[src/rtl/mmf_pkg.sv]
package mmf_pkg;

	localparam int CHANNELS     = 2;
	localparam int WINDOW_SLOTS = 11;
	localparam int DATA_W       = 32;
	localparam int WLEN_W       = 4;
	localparam int WLEN_RESET   = 5;
	localparam int CH_W         = (CHANNELS > 1) ? $clog2(CHANNELS) : 1;
	localparam int SLOT_W       = $clog2(WINDOW_SLOTS);
	localparam int DEPTH        = CHANNELS * WINDOW_SLOTS;
	localparam int ADDR_W       = $clog2(DEPTH);

	typedef enum logic [2:0] {
		ST_IDLE,
		ST_CAND,
		ST_LOAD,
		ST_CMP,
		ST_DONE
	} mmf_state_t;

	typedef struct packed {
		logic              en;
		logic [ADDR_W-1:0] addr;
		logic [DATA_W-1:0] data;
	} mmf_wr_t;

	typedef struct packed {
		logic              valid;
		logic [DATA_W-1:0] median;
	} mmf_res_t;

	function automatic logic [ADDR_W-1:0] mmf_addr(input logic [CH_W-1:0] ch,
		input logic [SLOT_W-1:0] slot);
		return ADDR_W'(int'(ch) * WINDOW_SLOTS + int'(slot));
	endfunction

endpackage

[src/rtl/mmf_store.sv]
module mmf_store
	import mmf_pkg::*;
(
	input  logic              clk,
	input  logic              arst_n,
	input  mmf_wr_t           wr,
	input  logic [ADDR_W-1:0] raddr,
	output logic [DATA_W-1:0] rdata
);

	logic [DATA_W-1:0] mem_q [DEPTH];
	logic [DEPTH-1:0]  valid_q;
	logic [DATA_W-1:0] rdata_q;
	logic              rvalid_q;

	always_ff @(posedge clk) begin
		if (wr.en) begin
			mem_q[wr.addr] <= wr.data;
		end
		rdata_q <= mem_q[raddr];
	end

	// Entries never written since reset read as zero.
	always_ff @(posedge clk or negedge arst_n) begin
		if (!arst_n) begin
			valid_q  <= '0;
			rvalid_q <= 1'b0;
		end else begin
			if (wr.en) begin
				valid_q[wr.addr] <= 1'b1;
			end
			rvalid_q <= valid_q[raddr];
		end
	end

	assign rdata = rvalid_q ? rdata_q : '0;

endmodule

[src/rtl/mmf_seq.sv]
module mmf_seq
	import mmf_pkg::*;
(
	input  logic              clk,
	input  logic              arst_n,
	input  logic              in_valid,
	output logic              in_stall,
	input  logic              channel,
	input  logic [DATA_W-1:0] sample,
	input  logic [WLEN_W-1:0] window_len,
	output mmf_wr_t           wr,
	output logic [ADDR_W-1:0] raddr,
	input  logic [DATA_W-1:0] rdata,
	output mmf_res_t          res,
	input  logic              res_take
);

	mmf_state_t        state_q, state_d;
	logic [CH_W-1:0]   ch_q, ch_d;
	logic [SLOT_W-1:0] elen_q, elen_d, k_q, k_d;
	logic [SLOT_W-1:0] i_q, i_d, j_q, j_d, cnt_q, cnt_d;
	logic [DATA_W-1:0] cand_q, cand_d, res_q, res_d;
	logic [SLOT_W-1:0] pos_q [CHANNELS];

	logic [SLOT_W-1:0] elen_c, pos_cur, pos_new, rank;
	logic [SLOT_W:0]   pos_inc;
	logic              in_range, pos_we, less;

	always_comb begin
		if (window_len == '0) begin
			elen_c = SLOT_W'(1);
		end else if (int'(window_len) > WINDOW_SLOTS - 1) begin
			elen_c = SLOT_W'(WINDOW_SLOTS - 1);
		end else begin
			elen_c = SLOT_W'(window_len);
		end
	end

	assign in_range = int'(channel) < CHANNELS;
	assign pos_cur  = pos_q[CH_W'(channel)];
	assign pos_inc  = {1'b0, pos_cur} + (SLOT_W + 1)'(1);
	assign pos_new  = (pos_inc >= {1'b0, elen_c}) ? '0 : pos_inc[SLOT_W-1:0];

	// Ties are broken by slot so that every slot gets a distinct rank.
	assign less = ($signed(rdata) < $signed(cand_q)) || ((rdata == cand_q) && (j_q < i_q));
	assign rank = cnt_q + SLOT_W'(less);

	always_comb begin
		state_d    = state_q;
		ch_d       = ch_q;
		elen_d     = elen_q;
		k_d        = k_q;
		i_d        = i_q;
		j_d        = j_q;
		cnt_d      = cnt_q;
		cand_d     = cand_q;
		res_d      = res_q;
		pos_we     = 1'b0;
		wr         = '0;
		raddr      = mmf_addr(ch_q, i_q);
		in_stall   = 1'b1;
		res.valid  = 1'b0;
		res.median = res_q;
		unique case (state_q)
			ST_IDLE: begin
				in_stall = 1'b0;
				if (in_valid) begin
					if (!in_range) begin
						res_d   = '0;
						state_d = ST_DONE;
					end else begin
						wr.en   = 1'b1;
						wr.addr = mmf_addr(CH_W'(channel), pos_new);
						wr.data = sample;
						pos_we  = 1'b1;
						ch_d    = CH_W'(channel);
						elen_d  = elen_c;
						k_d     = elen_c >> 1;
						i_d     = '0;
						state_d = ST_CAND;
					end
				end
			end
			ST_CAND: begin
				raddr   = mmf_addr(ch_q, i_q);
				state_d = ST_LOAD;
			end
			ST_LOAD: begin
				cand_d  = rdata;
				raddr   = mmf_addr(ch_q, '0);
				j_d     = '0;
				cnt_d   = '0;
				state_d = ST_CMP;
			end
			ST_CMP: begin
				raddr = mmf_addr(ch_q, j_q + SLOT_W'(1));
				j_d   = j_q + SLOT_W'(1);
				cnt_d = rank;
				if (j_q == elen_q - SLOT_W'(1)) begin
					if (rank == k_q) begin
						res_d   = cand_q;
						state_d = ST_DONE;
					end else begin
						i_d     = i_q + SLOT_W'(1);
						state_d = ST_CAND;
					end
				end
			end
			ST_DONE: begin
				res.valid = 1'b1;
				if (res_take) begin
					state_d = ST_IDLE;
				end
			end
			default: begin
				state_d = ST_IDLE;
			end
		endcase
	end

	always_ff @(posedge clk or negedge arst_n) begin
		if (!arst_n) begin
			state_q <= ST_IDLE;
			ch_q    <= '0;
			elen_q  <= '0;
			k_q     <= '0;
			i_q     <= '0;
			j_q     <= '0;
			cnt_q   <= '0;
			for (int c = 0; c < CHANNELS; c++) begin
				pos_q[c] <= '0;
			end
		end else begin
			state_q <= state_d;
			ch_q    <= ch_d;
			elen_q  <= elen_d;
			k_q     <= k_d;
			i_q     <= i_d;
			j_q     <= j_d;
			cnt_q   <= cnt_d;
			if (pos_we) begin
				pos_q[CH_W'(channel)] <= pos_new;
			end
		end
	end

	always_ff @(posedge clk) begin
		cand_q <= cand_d;
		res_q  <= res_d;
	end

	a_busy_after_accept: assert property (@(posedge clk) disable iff (!arst_n)
		(in_valid && !in_stall) |=> (state_q != ST_IDLE))
		else $error("sequencer idle right after an accepted beat");

	a_count_bounded: assert property (@(posedge clk) disable iff (!arst_n)
		(state_q == ST_CMP) |-> (cnt_q <= j_q && j_q < elen_q))
		else $error("rank count or scan index out of range");

	a_candidate_in_window: assert property (@(posedge clk) disable iff (!arst_n)
		(state_q == ST_CAND || state_q == ST_LOAD || state_q == ST_CMP) |-> (i_q < elen_q))
		else $error("no candidate matched the median rank");

	a_result_held: assert property (@(posedge clk) disable iff (!arst_n)
		(state_q == ST_DONE && !res_take) |=> (state_q == ST_DONE && $stable(res_q)))
		else $error("result dropped before it was taken");

endmodule

[src/rtl/moving_median_filter_core.sv]
// Channel  Handshake                 Payload
// in       in_valid / in_stall       channel, sample
// out      out_valid / out_stall     median
// cfg      cfg_wr_en                 cfg_wr_data (window_len)
//
// An item tries c candidates in turn, where L is the effective window length and c
// (1 to L) is the number of candidates tried before the one of median rank is found.
// The single store read port and the one compare unit make this serial: each candidate
// is read, then every slot of the window is read and compared against it.
// Reset clears the store, the write positions and the window length (to five).
// The result register lets the next item be accepted while a median waits on out_stall.
module moving_median_filter_core
	import mmf_pkg::*;
(
	input  logic                     clk,
	input  logic                     arst_n,
	input  logic                     in_valid,
	output logic                     in_stall,
	input  logic                     channel,
	input  logic signed [DATA_W-1:0] sample,
	output logic                     out_valid,
	input  logic                     out_stall,
	output logic signed [DATA_W-1:0] median,
	input  logic                     cfg_wr_en,
	input  logic        [WLEN_W-1:0] cfg_wr_data
);

	logic [WLEN_W-1:0] wlen_q;
	logic              out_valid_q;
	logic [DATA_W-1:0] median_q;
	mmf_wr_t           wr;
	mmf_res_t          res;
	logic [ADDR_W-1:0] raddr;
	logic [DATA_W-1:0] rdata;
	logic              res_take;

	always_ff @(posedge clk or negedge arst_n) begin
		if (!arst_n) begin
			wlen_q <= WLEN_W'(WLEN_RESET);
		end else if (cfg_wr_en) begin
			wlen_q <= cfg_wr_data;
		end
	end

	mmf_store u_store (
		.clk    (clk),
		.arst_n (arst_n),
		.wr     (wr),
		.raddr  (raddr),
		.rdata  (rdata)
	);

	mmf_seq u_seq (
		.clk        (clk),
		.arst_n     (arst_n),
		.in_valid   (in_valid),
		.in_stall   (in_stall),
		.channel    (channel),
		.sample     (sample),
		.window_len (wlen_q),
		.wr         (wr),
		.raddr      (raddr),
		.rdata      (rdata),
		.res        (res),
		.res_take   (res_take)
	);

	assign res_take = res.valid && (!out_valid_q || !out_stall);

	always_ff @(posedge clk or negedge arst_n) begin
		if (!arst_n) begin
			out_valid_q <= 1'b0;
		end else if (res_take) begin
			out_valid_q <= 1'b1;
		end else if (!out_stall) begin
			out_valid_q <= 1'b0;
		end
	end

	always_ff @(posedge clk) begin
		if (res_take) begin
			median_q <= res.median;
		end
	end

	assign out_valid = out_valid_q;
	assign median    = median_q;

endmodule

[config.mk]
export PLATFORM = sky130hd
export DESIGN_NAME = moving_median_filter_core
export DESIGN_NICKNAME = d
export VERILOG_FILES = /design/src/rtl/mmf_pkg.sv /design/src/rtl/mmf_store.sv /design/src/rtl/mmf_seq.sv /design/src/rtl/moving_median_filter_core.sv
export SDC_FILE = /design/constraint.sdc
export NUM_CORES = 1
export LEC_CHECK = 0
export ABC_AREA = 1
export BUFFER_PORTS_ARGS = -buffer_cell sky130_fd_sc_hd__buf_4
export CAP_MARGIN = 20
export CORE_MARGIN = 5
export CORE_UTILIZATION = 45
export DETAILED_ROUTE_END_ITERATION = 6
export SLEW_MARGIN = 20
export SYNTH_ARGS = -nofsm -noshare
export SYNTH_HDL_FRONTEND = slang
export SYNTH_SLANG_ARGS = --single-unit
[constraint.sdc]
create_clock -name clk -period 4.1 [get_ports clk]
set_input_delay 1.23 -clock clk [delete_from_list [all_inputs] [get_ports clk]]
set_output_delay 1.23 -clock clk [all_outputs]
set_load 0.02 [all_outputs]
==> summary by stage, run 1 <==
Worst setup path
The count of buffering cells on the critical path with inverters included is 7. STA classifies the critical path endpoint as a flip-flop. The slowest stage of the critical path is the sky130_fd_sc_hd__fa_2 cell. By instance count, the cell type seen most on the critical path is sky130_fd_sc_hd__nand4_1. The reg-to-reg endpoint is u_seq.res_q[5]$_DFFE_PP_. The critical path startpoint category is an input pin.

For the worst setup path, the data required time is roughly 4500 ps. The worst register-to-register path has a setup slack of roughly 70 ps. In this design, the largest share of critical-path delay is due to simple AND/OR/NAND/NOR gates. In this run the worst path has a maximum fanout of 6. The kind of critical path is in -> reg.

The delay of the slowest cell on the worst path is a little under 400 ps. Walking the worst path, the cells encountered are buf_12 > o21ai_4 > buf_6 > nand4_1 > xor2_2 > ha_4 > nand2_4 > nand2_4 > nor2_4 > ha_4 > inv_2 > fa_2 > inv_2 > nand4_1 > nor2_2 > nor2_1 > nor2_2 > buf_6 > nand4_1 > clkinvlp_4 > clkbuf_16. The worst register-to-register path begins at u_store.rvalid_q$_DFF_PN0_. The number of cells on the worst reg-to-reg path is 20.

At the worst endpoint, the arrival time is 4490 ps.

Clock tree
The maximum clock insertion buffer count is 3. Clock tree synthesis inserted a total of 95 buffers. TritonCTS built the clock tree.

The root buffer cell is sky130_fd_sc_hd__clkbuf_16. The count of clock tree sinks is slightly below 900. After clock tree synthesis, the flow added hold-fix buffers numbering 0. The clock latency at the later pin of the worst-skew pair is around 650 ps.

The depth of the CTS H-tree is 3. Clock-pin slew was measured on the worst setup and hold paths at 60 ps.

Routing
The final layout contains routed wiring with a total length of roughly 94000 microns. The average via count per standard cell is approximately 5.4. The count of nets left with antenna violations after detail routing is 0. The total via count after detailed routing is approximately 24000. After detailed routing, the number of remaining DRC violations is 0.

The wire length per cell after detailed routing is roughly 21 microns. The number of detailed-routing iterations run before antenna repair is 5. The DRC marker count from the first detailed-route iteration is 2209.

Cells and area
The sequential cell area in the final layout is about 26000 sq um. The total area of multi-input combinational cells is 9060 sq um. The area growth from synthesis to layout is 18.74%. The most common cell after layout, fill and taps aside is sky130_fd_sc_hd__nand2_1.

In the final design database the tool counted approximately 3400 nets. In the layout the commonest cells are 859 x sky130_fd_sc_hd__nand2_1, 800 x sky130_fd_sc_hd__edfxtp_1, 298 x sky130_fd_sc_hd__nand3_1. After the flow finishes, the layout carries non-filler instances totaling ~4500. Of the cells placed in the final design, the portion with a size suffix greater than 1 is 0.1466.

The repair_antennas step left the layout with diodes totalling 0. Fill cells in the final layout number 6664.

Placement
During placement, the flow inserted port buffers numbering 75. The congestion estimate from routability-driven global placement came to about 0.82. In this run, placement finished with an instance count of around 4200. The sum of net half-perimeters after detailed placement is 56080 microns.

Timing
Clock skew on the completed layout was measured at ~44 ps. The routed design could run at a clock period as short as 4137 ps. The number of max-slew violations in the final report came to 0. The share of the cycle needed by the critical path after routing is 1.009. In this run the tightest slew margin relative to its limit is 0.3062. Setup repair after global routing could not meet its margin everywhere.

The total setup violations reported at the end of the flow is between 50 and 60. The worst-margin pin slew is 1040 ps. The highest clock rate is 241.7 MHz. The hold violation total from the final report is 0. The smallest setup slack after layout is -37.04 ps.

Floorplan
The count of boundary I/O pins is 76. The initial utilization of the core area, before any placement, comes to 0.4552. After floorplanning, the core was divided into around 100 placement rows. The floorplan step set the die width to around 300 microns. The area of the die is a little under 90000 sq um. The die is roughly 300 microns tall. The total core area is roughly 81000 sq um.

Global route
The final global-route overflow total is 0. The number of antenna violations at the first check in global routing is 3. Entering global routing, the biggest net connects around 110 pins. In the global route stage, overall resource usage came out at 0.2046. The first-pass GRT wire length is roughly 140000 microns.

The number of global-route vias before repair is ~23000.

Yosys
When the netlist entered floorplanning its net count stood at 3223. Of the synthesized area, sequential elements account for 0.7087. A synthesized cell averages 11.76 sq um.

The commonest register cell after synthesis is sky130_fd_sc_hd__edfxtp_1. The share of flip-flops with an asynchronous set or reset is 0.06306. The yosys synthesis warning count is 0.

The instance count of the mapped netlist is between 3000 and 4000. The number of flops mapped to enable cells by yosys is 800. Synthesis inferred approximately 890 register bits. The distinct cell type count of the synthesized netlist is 46. The netlist area before placement is ~37000 sq um.

Outcome
The flow ran to the end, but the final reports show violations. The final reports fail on setup timing.

Flow run
The number of max-capacitance violations reported is 0.

Worst hold path
The worst hold path was traced through 0 stages. The classification of the worst-slack hold path is reg -> reg. The worst hold path begins at u_seq.res_q[25]$_DFFE_PP_. The worst hold path terminates at median[25]$_DFFE_PP_.
## cells by family (layout without fill, tap and decap cells)
kind of cell / after synthesis / after routing / synth area share
mux: 2 / 2 / 0.0006122
buf+inv: 460 / 723 / 0.05276
xor+xnor: 13 / 13 / 0.003095
simple gates: 1377 / 1377 / 0.1557
compound gates: 335 / 335 / 0.06075
fa+ha+maj: 53 / 53 / 0.01844
flops: 888 / 888 / 0.7087
## cell usage after synthesis, types with 14 or more instances
master / count / share of area
sky130_fd_sc_hd__edfxtp_1: 800 / 0.65
sky130_fd_sc_hd__o21ai_0: 67 / 0.0091
sky130_fd_sc_hd__buf_4: 14 / 0.0029
sky130_fd_sc_hd__nor2_1: 140 / 0.014
sky130_fd_sc_hd__dfrtp_1: 54 / 0.037
sky130_fd_sc_hd__dfxtp_1: 32 / 0.017
sky130_fd_sc_hd__a31oi_1: 24 / 0.0041
sky130_fd_sc_hd__o211ai_1: 124 / 0.025
sky130_fd_sc_hd__a21oi_1: 24 / 0.0033
sky130_fd_sc_hd__nand2_1: 873 / 0.089
sky130_fd_sc_hd__buf_2: 99 / 0.013
sky130_fd_sc_hd__o311ai_1: 23 / 0.0055
sky130_fd_sc_hd__o21ai_1: 26 / 0.0035
sky130_fd_sc_hd__nand3_1: 300 / 0.041
sky130_fd_sc_hd__a21o_1: 25 / 0.0051
sky130_fd_sc_hd__nand4_1: 30 / 0.0051
sky130_fd_sc_hd__clkbuf_1: 39 / 0.0040
sky130_fd_sc_hd__or2_2: 23 / 0.0039
sky130_fd_sc_hd__ha_1: 51 / 0.017
sky130_fd_sc_hd__inv_1: 289 / 0.029
## worst max path at each step
stage | startpoint | end | slack [ps] | depth (start not counted)
after detailed placement | channel | u_store.mem_q[10][28]$_DFFE_PP_ | -850 | 18
after global routing | channel | u_store.mem_q[18][0]$_DFFE_PP_ | -200 | 21
after global placement | channel | u_store.mem_q[10][9]$_DFFE_PP_ | -780 | 20
final | channel | u_store.mem_q[16][9]$_DFFE_PP_ | -40 | 21
after CTS | channel | u_store.mem_q[16][24]$_DFFE_PP_ | 8 | 21
after floorplan | channel | u_store.mem_q[12][0]$_DFFE_PP_ | -560 | 23
## metal layers
metal	up-vias	global-route usage	wire (microns)
met2	885	0.3245	43880
met4	0	0.05238	2386
li1	11220	-	-
met1	11710	0.2946	40430
met5	-	0	0
met3	141	0.03954	7468
## area by class of cell
class,instances,share of cell area
clock inverter,50,0.01172
clock buffer,123,0.05893
sequential,888,0.5969
timing repair buffer,255,0.06721
tap,1060,0.03037
inverter,295,0.02747
multi-input combinational,1780,0.2074
## what timing repair did
action / 4_1_cts / 5_1_grt
pin swaps: 6 / 27
gates cloned: 2 / 20
setup endpoints to repair: 666 / 740
endpoints found under the hold margin: 0 / 0
setup buffers: 5 / 18
gates resized for setup: 8 / 40
## through the flow
stage | instance area (sq um) | hold WS (ps) | setup WS (ps) | util | TNS (ps)
6_report | 43670 | 417.1 | -37.04 | 0.5405 | -898.0
2_1_floorplan | 36990 | 400.3 | -564.3 | - | -367400
4_1_cts | 42910 | 417.8 | 7.625 | 0.5310 | 0
5_1_grt | 43670 | 420.9 | -204.3 | 0.5405 | -38980
3_5_place_dp | 39670 | 404.5 | -845.5 | 0.4910 | -531990
3_3_place_gp | 39670 | 402.5 | -778.7 | 0.4910 | -482490
## flip-flops by register name (all words and copies together) (netlist names)
signal	flops
median	32
out_valid	1
u_seq.cand_q	32
u_seq.ch_q	1
u_seq.cnt_q	4
u_seq.elen_q	4
u_seq.i_q	4
u_seq.j_q	4
u_seq.pos_q	8
u_seq.res_q	32
u_seq.state_q	3
u_store.mem_q	704
u_store.rdata_q	32
u_store.rvalid_q	1
u_store.valid_q	22
wlen_q	4
Power of run 1 is not shown: default switching activity piles up to over one toggle a cycle in this logic, so the estimate is an artifact.
==> inputs of run 2 (changes only) <==
- CAP_MARGIN: 20 -> 5
- SKIP_LAST_GASP: unset -> 1
==> summary by stage, run 2 (synthesized netlist as in run 1, its figures left out) <==
Clock tree
The count of clock tree sinks came to 888 (unchanged). The clock latency at the later pin of the worst-skew pair came to 650 ps (about the same). The depth of the CTS H-tree came to 3 (unchanged). The maximum clock insertion buffer count is 3 (unchanged).

TritonCTS built the clock tree. The clock edge transition at the registers on the reported setup and hold paths was 60 ps (about the same). The number of hold-repair buffers added at the cts stage is 0 (unchanged). The total CTS buffers is 95 (unchanged). The root buffer cell is sky130_fd_sc_hd__clkbuf_16.

Outcome
The flow ran to the end, but the final reports show violations. The final reports fail on setup timing.

Worst setup path
The peak fanout along the critical path is 6 (unchanged). The critical path starts at channel. The critical path in this run is classified as in -> reg. The data required time at the worst endpoint was 4450 ps (about the same). The type of element capturing the critical path is a flip-flop. The source of the worst register-to-register timing path is u_store.rvalid_q$_DFF_PN0_. The worst setup path is launched from an input pin. The data arrival time of the critical path was 4500 ps (about the same).

Cells and area
The count of nets after finishing is 3410 (unchanged). The area added between synthesis and finish was 18.73% (about the same). In the layout the commonest cells are 859 x sky130_fd_sc_hd__nand2_1, 800 x sky130_fd_sc_hd__edfxtp_1, 298 x sky130_fd_sc_hd__nand3_1.

The total non-filler cell area in the finished layout came to 43670 sq um (about the same). The proportion of layout cells with a drive suffix above 1 is 0.1466 (unchanged). The final standard cell utilization of the core is 0.5404 (about the same). The layout filler cell count came to 6664 (unchanged). The diode insertion count for antenna repair is 0 (unchanged). The sequential cell area in the final layout came to 26070 sq um (unchanged).

The number of flip-flops in the largest register came to 704 (unchanged). The total area of multi-input combinational cells is 9060 sq um (unchanged). The final standard cell count with taps included and fillers excluded was 4451 (unchanged). More flip-flops sit in one register than any other, and that register is u_store.mem_q. The most common cell after layout, fill and taps aside is sky130_fd_sc_hd__nand2_1.

Placement
The placement-stage worst setup slack is -845.5 ps (unchanged). The number of instances in the placed design is 4233 (unchanged). The number of buffer cells added on primary ports is 75 (unchanged).

The sum of net half-perimeters after detailed placement came to 56080 microns (unchanged). The global placer's final weighted congestion is 0.8236 (unchanged). The placement-stage cell area was 39670 sq um (unchanged).

Timing
The hold violation total from the final report is 0 (unchanged). The headroom to the max-slew limit is 0.2951 (-0.01112). The number of max-slew violations in the final report is 0 (unchanged). The final period demand of the worst path came to 4149 ps (+11.50 ps).

The highest clock rate is 241.0 MHz (-0.28%). The setup clock skew after layout was 43.26 ps (-0.9940 ps). The share of the cycle needed by the critical path after routing was 1.012 (+0.002806). The worst-margin pin slew was 1056 ps (+16.67 ps).

The total setup violations reported at the end of the flow came to 51 (-1.9%). The smallest setup slack after layout came to -48.54 ps (-11.50 ps). Setup repair after global routing could not meet its margin everywhere.

Floorplan
The area of the die is 87560 sq um (unchanged). The horizontal extent of the die is 295.9 microns (unchanged). The total core area is 80810 sq um (unchanged). The effective utilization at floorplan is 0.4552 (unchanged). The count of boundary I/O pins is 76 (unchanged).

The number of rows created at floorplan is 104 (unchanged). The y dimension of the die came to 295.9 microns (unchanged).

Routing
The average via count per standard cell is 5.399 (+0.32%). The DRC marker count from the first detailed-route iteration was 2166 (-1.9%). The count of unresolved DRC violations after routing is 0 (unchanged). The total wire length is 94090 microns (about the same). The count of nets left with antenna violations after detail routing is 0 (unchanged).

The total via count after detailed routing is 24030 (+0.32%). The number of detailed-routing iterations run before antenna repair is 7 (+2). The wire length per cell after detailed routing is 21.14 microns (about the same).

Flow run
The number of max-capacitance violations reported is 0 (unchanged).

Worst hold path
The classification of the worst-slack hold path is reg -> reg. The startpoint identified for the worst hold timing path is u_seq.res_q[16]$_DFFE_PP_.

Global route
The first-pass GRT wire length was 138300 microns (unchanged). The largest net degree at the start of global routing is 108 (unchanged). The number of global-route vias before repair is 23230 (unchanged).

The final global-route overflow total is 0 (unchanged). The overall global routing resource usage was 0.2046 (unchanged). The number of antenna violations at the first check in global routing is 3 (unchanged).
==> run 2: worst paths after layout <==
kind,slack [ps],endpoint,depth (start not counted)
setup / recovery,-50,u_store.mem_q[16][9]$_DFFE_PP_,21
hold / removal,420,median[16]$_DFFE_PP_,0
min in group asynchronous,660,u_seq.pos_q[1]$_DFFE_PN0P_,1
hold reg to reg,420,median[16]$_DFFE_PP_,0
setup reg to reg,70,u_seq.res_q[5]$_DFFE_PP_,20
max in group asynchronous,2920,u_store.valid_q[9]$_DFFE_PN0P_,1
==> run 2: what timing repair did <==
action	CTS	global route
resized for setup	7	40
endpoints found under the setup margin	666	740
buffers inserted	5	18
pin swaps	6	27
cloned	2	20
==> run 2: layer usage <==
layer  global-route usage  wire (microns)  up-vias
met4              0.05238            2383        0
li1                     -               -    11210
met2               0.3245           43820      912
met5                    0               0        -
met1               0.2946           40180    11760
met3              0.03954            7705      144
==> run 2: critical path, stage by stage <==
cell and delay (ps):
sky130_fd_sc_hd__buf_12 110, sky130_fd_sc_hd__o21ai_4 210, sky130_fd_sc_hd__buf_6 130, sky130_fd_sc_hd__nand4_1 120, sky130_fd_sc_hd__xor2_2 260, sky130_fd_sc_hd__ha_4 240, sky130_fd_sc_hd__nand2_4 80, sky130_fd_sc_hd__nand2_4 50
sky130_fd_sc_hd__nor2_4 100, sky130_fd_sc_hd__ha_4 150, sky130_fd_sc_hd__inv_2 40, sky130_fd_sc_hd__fa_2 390, sky130_fd_sc_hd__inv_2 50, sky130_fd_sc_hd__nand4_1 140, sky130_fd_sc_hd__nor2_2 140, sky130_fd_sc_hd__nor2_1 70
sky130_fd_sc_hd__nor2_2 150, sky130_fd_sc_hd__buf_6 130, sky130_fd_sc_hd__nand4_1 200, sky130_fd_sc_hd__clkinvlp_4 290, sky130_fd_sc_hd__clkbuf_16 210
==> run 2: area by class of cell <==
cell class	instances	share of cell area
inverters	295	0.02748
flip-flops and latches	888	0.5969
clock buffers	123	0.05893
multi-input cells	1780	0.2075
well taps	1060	0.03037
clock inverters	50	0.01172
repair buffers	255	0.06713
==> run 2: per-stage QoR <==
stage,hold slack (ps),setup TNS (ps)
4_1_cts,417.8,-2.087
3_3_place_gp,402.5,-482490
2_1_floorplan,400.3,-367400
6_report,416.6,-1114
3_5_place_dp,404.5,-531990
5_1_grt,420.9,-39060
Power of run 2 is left out for the same reason.
